==> src/hw/rtl/avctp_pkg.sv <==
// ----------------------------------------------------------------------------
// AVCTP transmit fragmenter package
// Shared types, header codes and constants for the fragmenter modules.
// ----------------------------------------------------------------------------
package avctp_pkg;

  // Floor and reset value of the peer MTU register.
  localparam logic [15:0] MTU_FLOOR = 16'd48;
  localparam logic [15:0] MTU_RESET = 16'd672;

  // Largest packet count that fits the count byte of a start header.
  localparam logic [15:0] CNT_MAX = 16'h00FF;

  // The count divider resolves one quotient bit per cycle.
  localparam int unsigned DIV_W     = 16;
  localparam int unsigned DIV_CNT_W = $clog2(DIV_W + 1);

  // Packet type field of the first header byte.
  typedef enum logic [1:0] {
    TYPE_SINGLE   = 2'd0,
    TYPE_START    = 2'd1,
    TYPE_CONTINUE = 2'd2,
    TYPE_END      = 2'd3
  } hdr_type_t;

  // Source of the byte that is loaded into the output register.
  typedef enum logic [2:0] {
    SEL_HDR0 = 3'd0,
    SEL_CNT  = 3'd1,
    SEL_PIDH = 3'd2,
    SEL_PIDL = 3'd3,
    SEL_PAY  = 3'd4
  } out_sel_t;

  typedef struct packed {
    logic [7:0]  payload_byte;
    logic [15:0] msg_length;
    logic [3:0]  msg_label;
    logic        cmd_resp;
    logic [15:0] profile_id;
  } in_item_t;

  typedef struct packed {
    logic [7:0] out_byte;
    logic       end_of_packet;
    logic       end_of_message;
    logic       count_overflow;
  } out_item_t;

  // Controller to datapath.
  typedef struct packed {
    logic     accept;
    logic     load_out;
    out_sel_t sel;
  } ctl_cmd_t;

  // Datapath to controller.
  typedef struct packed {
    logic      need_hdr;
    hdr_type_t hdr_type;
    logic      div_busy;
  } dp_sts_t;

endpackage

==> src/hw/rtl/avctp_div.sv <==
// ----------------------------------------------------------------------------
// AVCTP packet count divider
// Restoring unsigned divider that produces one quotient bit per cycle.
// ----------------------------------------------------------------------------
module avctp_div
  import avctp_pkg::*;
(
  input  logic             clk,
  input  logic             rst,
  input  logic             start,
  input  logic [DIV_W-1:0] dividend,
  input  logic [DIV_W-1:0] divisor,
  output logic             busy,
  output logic [DIV_W-1:0] quotient,
  output logic [DIV_W-1:0] remainder
);

  logic [DIV_CNT_W-1:0] count;
  logic [DIV_W-1:0]     quo;
  logic [DIV_W-1:0]     rem;
  logic [DIV_W-1:0]     dsr;
  logic [DIV_W:0]       shifted;
  logic [DIV_W:0]       diff;
  logic                 fits;

  assign shifted = {rem, quo[DIV_W-1]};
  assign fits    = shifted >= {1'b0, dsr};
  assign diff    = shifted - {1'b0, dsr};

  always_ff @(posedge clk) begin
    if (rst) begin
      busy  <= 1'b0;
      count <= '0;
    end else if (start) begin
      busy  <= 1'b1;
      count <= DIV_CNT_W'(DIV_W);
    end else if (busy) begin
      count <= count - DIV_CNT_W'(1);
      if (count == DIV_CNT_W'(1)) begin
        busy <= 1'b0;
      end
    end
  end

  always_ff @(posedge clk) begin
    if (start) begin
      quo <= dividend;
      rem <= '0;
      dsr <= divisor;
    end else if (busy) begin
      quo <= {quo[DIV_W-2:0], fits};
      rem <= fits ? diff[DIV_W-1:0] : shifted[DIV_W-1:0];
    end
  end

  assign quotient  = quo;
  assign remainder = rem;

endmodule

==> src/hw/rtl/avctp_dpath.sv <==
// ----------------------------------------------------------------------------
// AVCTP fragmenter datapath
// Holds the message counters, header fields, MTU register and output byte.
// ----------------------------------------------------------------------------
module avctp_dpath
  import avctp_pkg::*;
(
  input  logic        clk,
  input  logic        rst,
  input  logic        cfg_valid,
  input  logic [15:0] cfg_data,
  input  in_item_t    in_data,
  input  ctl_cmd_t    cmd,
  output dp_sts_t     sts,
  output out_item_t   out_data
);

  logic [15:0] mtu;
  logic [15:0] message_bytes_left;
  logic [15:0] packet_bytes_left;
  logic [3:0]  held_label;
  logic        held_cmd_resp;
  logic [15:0] held_pid;
  logic [7:0]  held_byte;
  hdr_type_t   hdr_type;

  logic [15:0] len;
  logic        frag;
  logic        div_busy;
  logic [15:0] quo;
  logic [15:0] rem;
  logic [15:0] cnt;
  logic        new_msg;
  logic        div_start;
  logic        load_pay;

  assign new_msg = message_bytes_left == '0;
  assign len     = (in_data.msg_length == '0) ? 16'd1 : in_data.msg_length;
  assign frag    = len > (mtu - 16'd3);
  assign div_start = cmd.accept && new_msg && frag;
  assign load_pay  = cmd.load_out && (cmd.sel == SEL_PAY);

  // Packet count is the start packet plus the rounded-up number of follow-ups.
  assign cnt = quo + 16'd1 + {15'd0, rem != '0};

  avctp_div u_div (
    .clk       (clk),
    .rst       (rst),
    .start     (div_start),
    .dividend  (len - (mtu - 16'd4)),
    .divisor   (mtu - 16'd1),
    .busy      (div_busy),
    .quotient  (quo),
    .remainder (rem)
  );

  // The floor is applied as the register is written.
  always_ff @(posedge clk) begin
    if (rst) begin
      mtu <= MTU_RESET;
    end else if (cfg_valid) begin
      mtu <= (cfg_data < MTU_FLOOR) ? MTU_FLOOR : cfg_data;
    end
  end

  always_ff @(posedge clk) begin
    if (rst) begin
      message_bytes_left <= '0;
      packet_bytes_left  <= '0;
      held_label         <= '0;
      held_cmd_resp      <= 1'b0;
      hdr_type           <= TYPE_SINGLE;
    end else if (load_pay) begin
      message_bytes_left <= message_bytes_left - 16'd1;
      packet_bytes_left  <= (message_bytes_left == 16'd1) ? 16'd0
                                                          : packet_bytes_left - 16'd1;
    end else if (cmd.accept && sts.need_hdr) begin
      if (new_msg) begin
        message_bytes_left <= len;
        held_label         <= in_data.msg_label;
        held_cmd_resp      <= in_data.cmd_resp;
        if (frag) begin
          packet_bytes_left <= mtu - 16'd4;
          hdr_type          <= TYPE_START;
        end else begin
          packet_bytes_left <= len;
          hdr_type          <= TYPE_SINGLE;
        end
      end else if (message_bytes_left > (mtu - 16'd1)) begin
        packet_bytes_left <= mtu - 16'd1;
        hdr_type          <= TYPE_CONTINUE;
      end else begin
        packet_bytes_left <= message_bytes_left;
        hdr_type          <= TYPE_END;
      end
    end
  end

  always_ff @(posedge clk) begin
    if (cmd.accept) begin
      held_byte <= in_data.payload_byte;
      if (new_msg) begin
        held_pid <= in_data.profile_id;
      end
    end
  end

  always_ff @(posedge clk) begin
    if (cmd.load_out) begin
      case (cmd.sel)
        SEL_HDR0: begin
          out_data <= '{out_byte: {held_label, hdr_type, held_cmd_resp, 1'b0},
                        end_of_packet: 1'b0, end_of_message: 1'b0,
                        count_overflow: 1'b0};
        end
        SEL_CNT: begin
          out_data <= '{out_byte: cnt[7:0], end_of_packet: 1'b0,
                        end_of_message: 1'b0, count_overflow: cnt > CNT_MAX};
        end
        SEL_PIDH: begin
          out_data <= '{out_byte: held_pid[15:8], end_of_packet: 1'b0,
                        end_of_message: 1'b0, count_overflow: 1'b0};
        end
        SEL_PIDL: begin
          out_data <= '{out_byte: held_pid[7:0], end_of_packet: 1'b0,
                        end_of_message: 1'b0, count_overflow: 1'b0};
        end
        SEL_PAY: begin
          out_data <= '{out_byte: cmd.accept ? in_data.payload_byte : held_byte,
                        end_of_packet: packet_bytes_left == 16'd1,
                        end_of_message: message_bytes_left == 16'd1,
                        count_overflow: 1'b0};
        end
        default: begin
          out_data <= '{out_byte: held_byte, end_of_packet: 1'b0,
                        end_of_message: 1'b0, count_overflow: 1'b0};
        end
      endcase
    end
  end

  assign sts = '{need_hdr: new_msg || (packet_bytes_left == '0),
                 hdr_type: hdr_type,
                 div_busy: div_busy};

endmodule

==> src/hw/rtl/avctp_ctrl.sv <==
// ----------------------------------------------------------------------------
// AVCTP fragmenter controller
// Sequences header and payload bytes into the output register.
// ----------------------------------------------------------------------------
module avctp_seq
  import avctp_pkg::*;
(
  input  logic     clk,
  input  logic     rst,
  input  logic     in_valid,
  output logic     in_stall,
  output logic     out_valid,
  input  logic     out_stall,
  input  dp_sts_t  sts,
  output ctl_cmd_t cmd
);

  typedef enum logic [5:0] {
    S_IDLE = 6'b000001,
    S_HDR0 = 6'b000010,
    S_CNT  = 6'b000100,
    S_PIDH = 6'b001000,
    S_PIDL = 6'b010000,
    S_PAY  = 6'b100000
  } state_t;

  state_t state;
  state_t state_next;
  logic   slot_free;

  // The output register can take a byte when empty or when its byte leaves now.
  assign slot_free = !out_valid || !out_stall;
  assign in_stall  = !((state == S_IDLE) && slot_free);

  always_comb begin
    state_next   = state;
    cmd.accept   = 1'b0;
    cmd.load_out = 1'b0;
    cmd.sel      = SEL_PAY;
    case (state)
      S_IDLE: begin
        if (in_valid && slot_free) begin
          cmd.accept = 1'b1;
          if (sts.need_hdr) begin
            state_next = S_HDR0;
          end else begin
            cmd.load_out = 1'b1;
          end
        end
      end
      S_HDR0: begin
        cmd.sel = SEL_HDR0;
        if (slot_free) begin
          cmd.load_out = 1'b1;
          case (sts.hdr_type)
            TYPE_SINGLE: state_next = S_PIDH;
            TYPE_START:  state_next = S_CNT;
            default:     state_next = S_PAY;
          endcase
        end
      end
      S_CNT: begin
        cmd.sel = SEL_CNT;
        if (slot_free && !sts.div_busy) begin
          cmd.load_out = 1'b1;
          state_next   = S_PIDH;
        end
      end
      S_PIDH: begin
        cmd.sel = SEL_PIDH;
        if (slot_free) begin
          cmd.load_out = 1'b1;
          state_next   = S_PIDL;
        end
      end
      S_PIDL: begin
        cmd.sel = SEL_PIDL;
        if (slot_free) begin
          cmd.load_out = 1'b1;
          state_next   = S_PAY;
        end
      end
      S_PAY: begin
        cmd.sel = SEL_PAY;
        if (slot_free) begin
          cmd.load_out = 1'b1;
          state_next   = S_IDLE;
        end
      end
      default: begin
        state_next = S_IDLE;
      end
    endcase
  end

  always_ff @(posedge clk) begin
    if (rst) begin
      state     <= S_IDLE;
      out_valid <= 1'b0;
    end else begin
      state <= state_next;
      if (cmd.load_out) begin
        out_valid <= 1'b1;
      end else if (!out_stall) begin
        out_valid <= 1'b0;
      end
    end
  end

  a_load_has_room: assert property (@(posedge clk) disable iff (rst)
    cmd.load_out |-> (!out_valid || !out_stall))
    else $error("output register overwritten while its transfer is stalled");

  a_count_after_div: assert property (@(posedge clk) disable iff (rst)
    (cmd.load_out && cmd.sel == SEL_CNT) |-> !sts.div_busy)
    else $error("packet count taken before the divider finished");

  a_accept_in_idle: assert property (@(posedge clk) disable iff (rst)
    (in_valid && !in_stall) |-> (state == S_IDLE))
    else $error("input transfer accepted outside the idle state");

  a_load_shows: assert property (@(posedge clk) disable iff (rst)
    cmd.load_out |=> out_valid)
    else $error("loaded byte not presented on the output");

endmodule

==> src/hw/rtl/avctp_tx_fragmenter.sv <==
// ----------------------------------------------------------------------------
// AVCTP transmit fragmenter
// Turns an outgoing message, one payload byte per transfer, into framed
// single, start, continue and end packets for a peer of a given MTU.
// ----------------------------------------------------------------------------
// Each input transfer carries one payload byte; the first byte of a message
// also carries its length, label, command/response bit and profile id, which
// are ignored on later bytes. Each input transfer yields one to five output
// transfers: the header bytes of a packet that this byte opens, then the
// byte itself, flagged with end_of_packet and end_of_message. Bytes inside a
// packet pass at one per cycle while the output is not stalled, straight
// into the output register. A byte that opens a continue or end packet goes
// through acceptance, header byte and payload byte; the first byte of a
// single-packet message through acceptance, three header bytes and payload
// byte. The first byte of a fragmented message adds the count byte, which
// waits for the packet count divider (one quotient bit per cycle); the label
// byte is sent while it runs. A new input transfer is taken in the same
// cycle in which the previous byte leaves the output register; while that
// byte is stalled, the input is stalled too.
// The peer_mtu register is written through cfg_data, is always ready, reads
// values below 48 as 48 and should be written only while no byte is in
// flight. Sizes of continue and end packets use the MTU current when their
// header is produced.
// ----------------------------------------------------------------------------
module avctp_tx_fragmenter
  import avctp_pkg::*;
(
  input  logic        clk,
  input  logic        rst,
  input  logic        cfg_valid,
  output logic        cfg_ready,
  input  logic [15:0] cfg_data,
  input  logic        in_valid,
  output logic        in_stall,
  input  in_item_t    in_data,
  output logic        out_valid,
  input  logic        out_stall,
  output out_item_t   out_data
);

  ctl_cmd_t cmd;
  dp_sts_t  sts;

  // The register write completes in the cycle it is offered.
  assign cfg_ready = 1'b1;

  avctp_seq u_ctrl (
    .clk       (clk),
    .rst       (rst),
    .in_valid  (in_valid),
    .in_stall  (in_stall),
    .out_valid (out_valid),
    .out_stall (out_stall),
    .sts       (sts),
    .cmd       (cmd)
  );

  avctp_dpath u_dpath (
    .clk       (clk),
    .rst       (rst),
    .cfg_valid (cfg_valid),
    .cfg_data  (cfg_data),
    .in_data   (in_data),
    .cmd       (cmd),
    .sts       (sts),
    .out_data  (out_data)
  );

endmodule

==> config.mk <==
export PLATFORM = sky130hd
export DESIGN_NAME = avctp_tx_fragmenter
export DESIGN_NICKNAME = d
export VERILOG_FILES = /design/src/hw/rtl/avctp_pkg.sv /design/src/hw/rtl/avctp_div.sv /design/src/hw/rtl/avctp_dpath.sv /design/src/hw/rtl/avctp_ctrl.sv /design/src/hw/rtl/avctp_tx_fragmenter.sv
export SDC_FILE = /design/constraint.sdc
export NUM_CORES = 1
export LEC_CHECK = 0
export BUFFER_PORTS_ARGS = -buffer_cell sky130_fd_sc_hd__buf_4
export CORE_ASPECT_RATIO = 0.8
export CORE_MARGIN = 2
export CORE_UTILIZATION = 30
export CTS_BUF_LIST = sky130_fd_sc_hd__clkbuf_8
export CTS_CLUSTER_SIZE = 24
export DETAILED_ROUTE_END_ITERATION = 6
export GPL_TIMING_DRIVEN = 0
export PLACE_DENSITY = 0.43
export SYNTH_ARGS = -nofsm -noshare
export SYNTH_HDL_FRONTEND = slang
export SYNTH_SLANG_ARGS = --single-unit
==> constraint.sdc <==
create_clock -name clk -period 10.4 [get_ports clk]
set_clock_uncertainty 0.15 [all_clocks]
set_input_delay 2.08 -clock clk [delete_from_list [all_inputs] [get_ports clk]]
set_output_delay 2.08 -clock clk [all_outputs]
set_load 0.02 [all_outputs]
==> summary.txt <==
CP max stage delay - 0.54 ns
DR iter-0 viols - 649
Unrepaired setup endpoints after global routing - false
Post-synthesis cell count - 1160
Setup Buffers After CTS - 0
Worst Min Path Start - u_dpath.held_label[0]
Placer Congestion - 0.8857
Post-synth top area share - 0.1824
Top cell type by total area after synthesis - dfxtp_1
Delay-heaviest family, CP - buffers and inverters
Nets - 1399
Final hold viol count - 0
DIE HEIGHT - 168.1 microns
Count leader, synth - a21oi_1
FMAX - 0.1724 GHz
FF-to-FF path depth - 20
Vias in the first global route - 8369
# diodes - 0
Total of max-cap violations - 0
Area growth syn-to-layout - 14.72%
CP max stage cell - nor4_1
First-pass GRT wire length - 52140 microns
Data arrival time of the worst path - 5.92 ns
Dpl cells - 1671
Setup-failing EPs final - 0
Hold endpoint - u_dpath.held_label[0]
Hold buffer count at CTS - 0
Power Density - 272.0 nW/um^2
H-tree depth - 4
Die area - 35150 sq um
Hold Crit Class - flip-flop to flip-flop
Area contributors post-synth - dfxtp_1 (18%), edfxtp_1 (18%), ha_1 (9.3%)
Post-synth top cells - a21oi_1 (107), dfxtp_1 (92), nand2_1 (87)
Min cycle time layout - 5.801 ns
Post-DR wirelength/cell - 20.19 microns
CTS max path bufs - 2
Hold depth - 2
#FFs+latches synth - 151
Mapped Area - 10100 sq um
Type of the worst setup path - input pin to flip-flop
CTS Buf Count - 17
Worst EP required - 10.52 ns
Die Wd - 209.1 microns
Total clock sinks - 151
Async S/R FF share, synth - 0
Number of synthesized flops with an enable pin - 59
Buf+Inv Stages, Crit Path - 6
Layout cells sized above 1 - 0.1253
CP startpoint kind - input pin
Placeable Area - 33410 sq um
Netlist cell types - 83
Non-filler cells, final - 1703
FF-to-FF Start - u_dpath.mtu[2]
CTS tree - yes
Peak supply drop - 0.0001059 V
Detailed Place HPWL - 27020 microns
Post-Syn Area per Cell - 8.706 sq um
# port buffers - 77
Sequential-to-total area share from yosys stat - 0.3578
Element type at the critical path end - flip-flop
Final period utilization - 0.5578
Most frequent cell on the critical path - buf_2
Root buf cell - clkbuf_8
FF-to-FF setup slack - 4.67 ns
GRT Util Overall - 0.1967
Beginning of the critical path - in_data[30]
CP cell instances - buf_4 -> nor4_1 -> a41o_1 -> inv_1 -> ha_1 -> nor2b_1 -> o211ai_1 -> a2111oi_0 -> or3b_2 -> buf_2 -> and2_1 -> buf_2 -> nand2_2 -> inv_2 -> buf_2 -> mux2_1
R2R Path End - u_dpath.u_div.quotient[11]
Leakage power - 0.004533 uW
Setup TNS - 0 ns
Final Power - 3151 uW
Yosys warns - 0
Worst-Skew Late Latency - 0.51 ns
Slew Limit Fails - 0
GRT overflow - 0
Pre-antenna DRT Iters - 5
Syn nets - 1303
Final wirelength - 34380 microns
Post-DR vias/cell - 5.279
Critical Path Fanout Max - 25
Worst-path clk slew - 0.10 ns
Routed Antenna Nets - 0
Main synth FF type - dfxtp_1
Vias - 8990
I/O pins - 80
CTS resizes - 0
Antenna violations before repair - 0
# DRC - 0
Worst Tran Pin Value - 0.9424 ns
Largest net degree at the start of global routing - 26
Rows - 60
Starting Density - 0.3023
Status - finished clean
Max-Slew Margin vs Limit - 0.3672
## sequential cells by signal (all words and copies together), names as in the netlist
name and count:
u_ctrl.state 6, u_dpath.held_cmd_resp 1, u_dpath.held_byte 8, u_dpath.u_div.remainder 16, u_dpath.u_div.quotient 16, u_dpath.mtu 16, u_dpath.packet_bytes_left 16, u_dpath.message_bytes_left 16
u_dpath.u_div.dsr 16, u_ctrl.out_valid 1, u_dpath.hdr_type 2, u_dpath.held_label 4, u_dpath.held_pid 16, u_dpath.u_div.busy 1, u_dpath.out_data 11, u_dpath.u_div.count 5
## worst max path at each step
| stage | to | slack (ns) | cells after the start |
|---|---|---|---|
| 4_1_cts | u_dpath.u_div.quotient[11] | 4.70 | 21 |
| 5_1_grt | u_dpath.u_div.quotient[11] | 4.28 | 20 |
| 6_report | u_dpath.u_div.quotient[11] | 4.60 | 16 |
| 2_1_floorplan | u_dpath.u_div.quotient[11] | 5.26 | 15 |
| 3_3_place_gp | u_dpath.u_div.quotient[11] | 4.17 | 16 |
| 3_5_place_dp | u_dpath.u_div.quotient[11] | 4.20 | 16 |
## routing by layer
layer / vias to the layer above / share of wire / global-route usage
met5: - / 0 / 0
met4: 0 / 0.0097 / 0.03789
met3: 30 / 0.060 / 0.04943
met2: 229 / 0.41 / 0.2825
met1: 4275 / 0.52 / 0.2951
li1: 4456 / - / -
## power breakdown
group	internal (uW)	total, uW	switching (uW)
sequential	824	962	138
combinational	667	1740	1070
clock	174	449	275
total	1670	3150	1490
## layout make-up
| class | instances | area (sq um) |
|---|---|---|
| buffer | 78 | 321.6 |
| fill | 3508 | 21820 |
| sequential | 151 | 3613 |
| timing repair buffer | 77 | 578.1 |
| tap | 434 | 543.0 |
| multi-input combinational | 866 | 5921 |
| clock inverter | 15 | 130.1 |
| inverter | 65 | 244.0 |
| clock buffer | 17 | 234.0 |
## kinds of logic (layout without fill, tap and decap cells)
group	after synthesis	in the layout	synth area share
simple gates	357	357	0.1806
other cells	1	1	0.0003713
xor+xnor	80	80	0.06938
fa+ha+maj	77	77	0.09689
flops	151	151	0.3578
mux	39	39	0.04027
buf+inv	143	252	0.05588
compound gates	312	312	0.1987
## cells in the final DEF, fill, tap and decap left out, types with 8 or more instances in the layout
master and instances:
xor2_1 32, nand3_1 29, nor4_1 20, a221oi_1 14
nor3_1 35, nand2_1 87, o22ai_1 16, or3_1 8
clkbuf_8 17, nand4_1 14, mux2i_1 26, a21o_1 9
o31ai_1 9, buf_4 78, nand2b_1 15, a22oi_1 17
xnor2_1 48, buf_2 14, or4_1 8, o21ai_0 53
nor2b_1 15, a31oi_1 12, nor2_1 82, buf_1 11
o211ai_1 11, a21oi_1 107, edfxtp_1 59, ha_1 75
dfxtp_1 92, mux2_2 11, clkbuf_1 51, inv_1 63
a211oi_1 15
## stage by stage
step	cell area (sq um)	utilization	hold WS [ns]	worst slack [ns]
after floorplan	10100	-	0.2857	5.258
after global placement	11220	0.3358	0.2944	4.168
after detailed placement	11220	0.3359	0.2999	4.199
after CTS	11580	0.3468	0.3141	4.698
after global routing	11580	0.3468	0.3308	4.282
final	11580	0.3468	0.3105	4.599
## worst min-delay path: cells and delay by family (launching register included)
kind,cells,cell delay (ns)
DFF,1,0.32
AOI/OAI and AO/OA,1,0.05
and+or+nand+nor,1,0.05
Power figures use the tool's default switching activity.
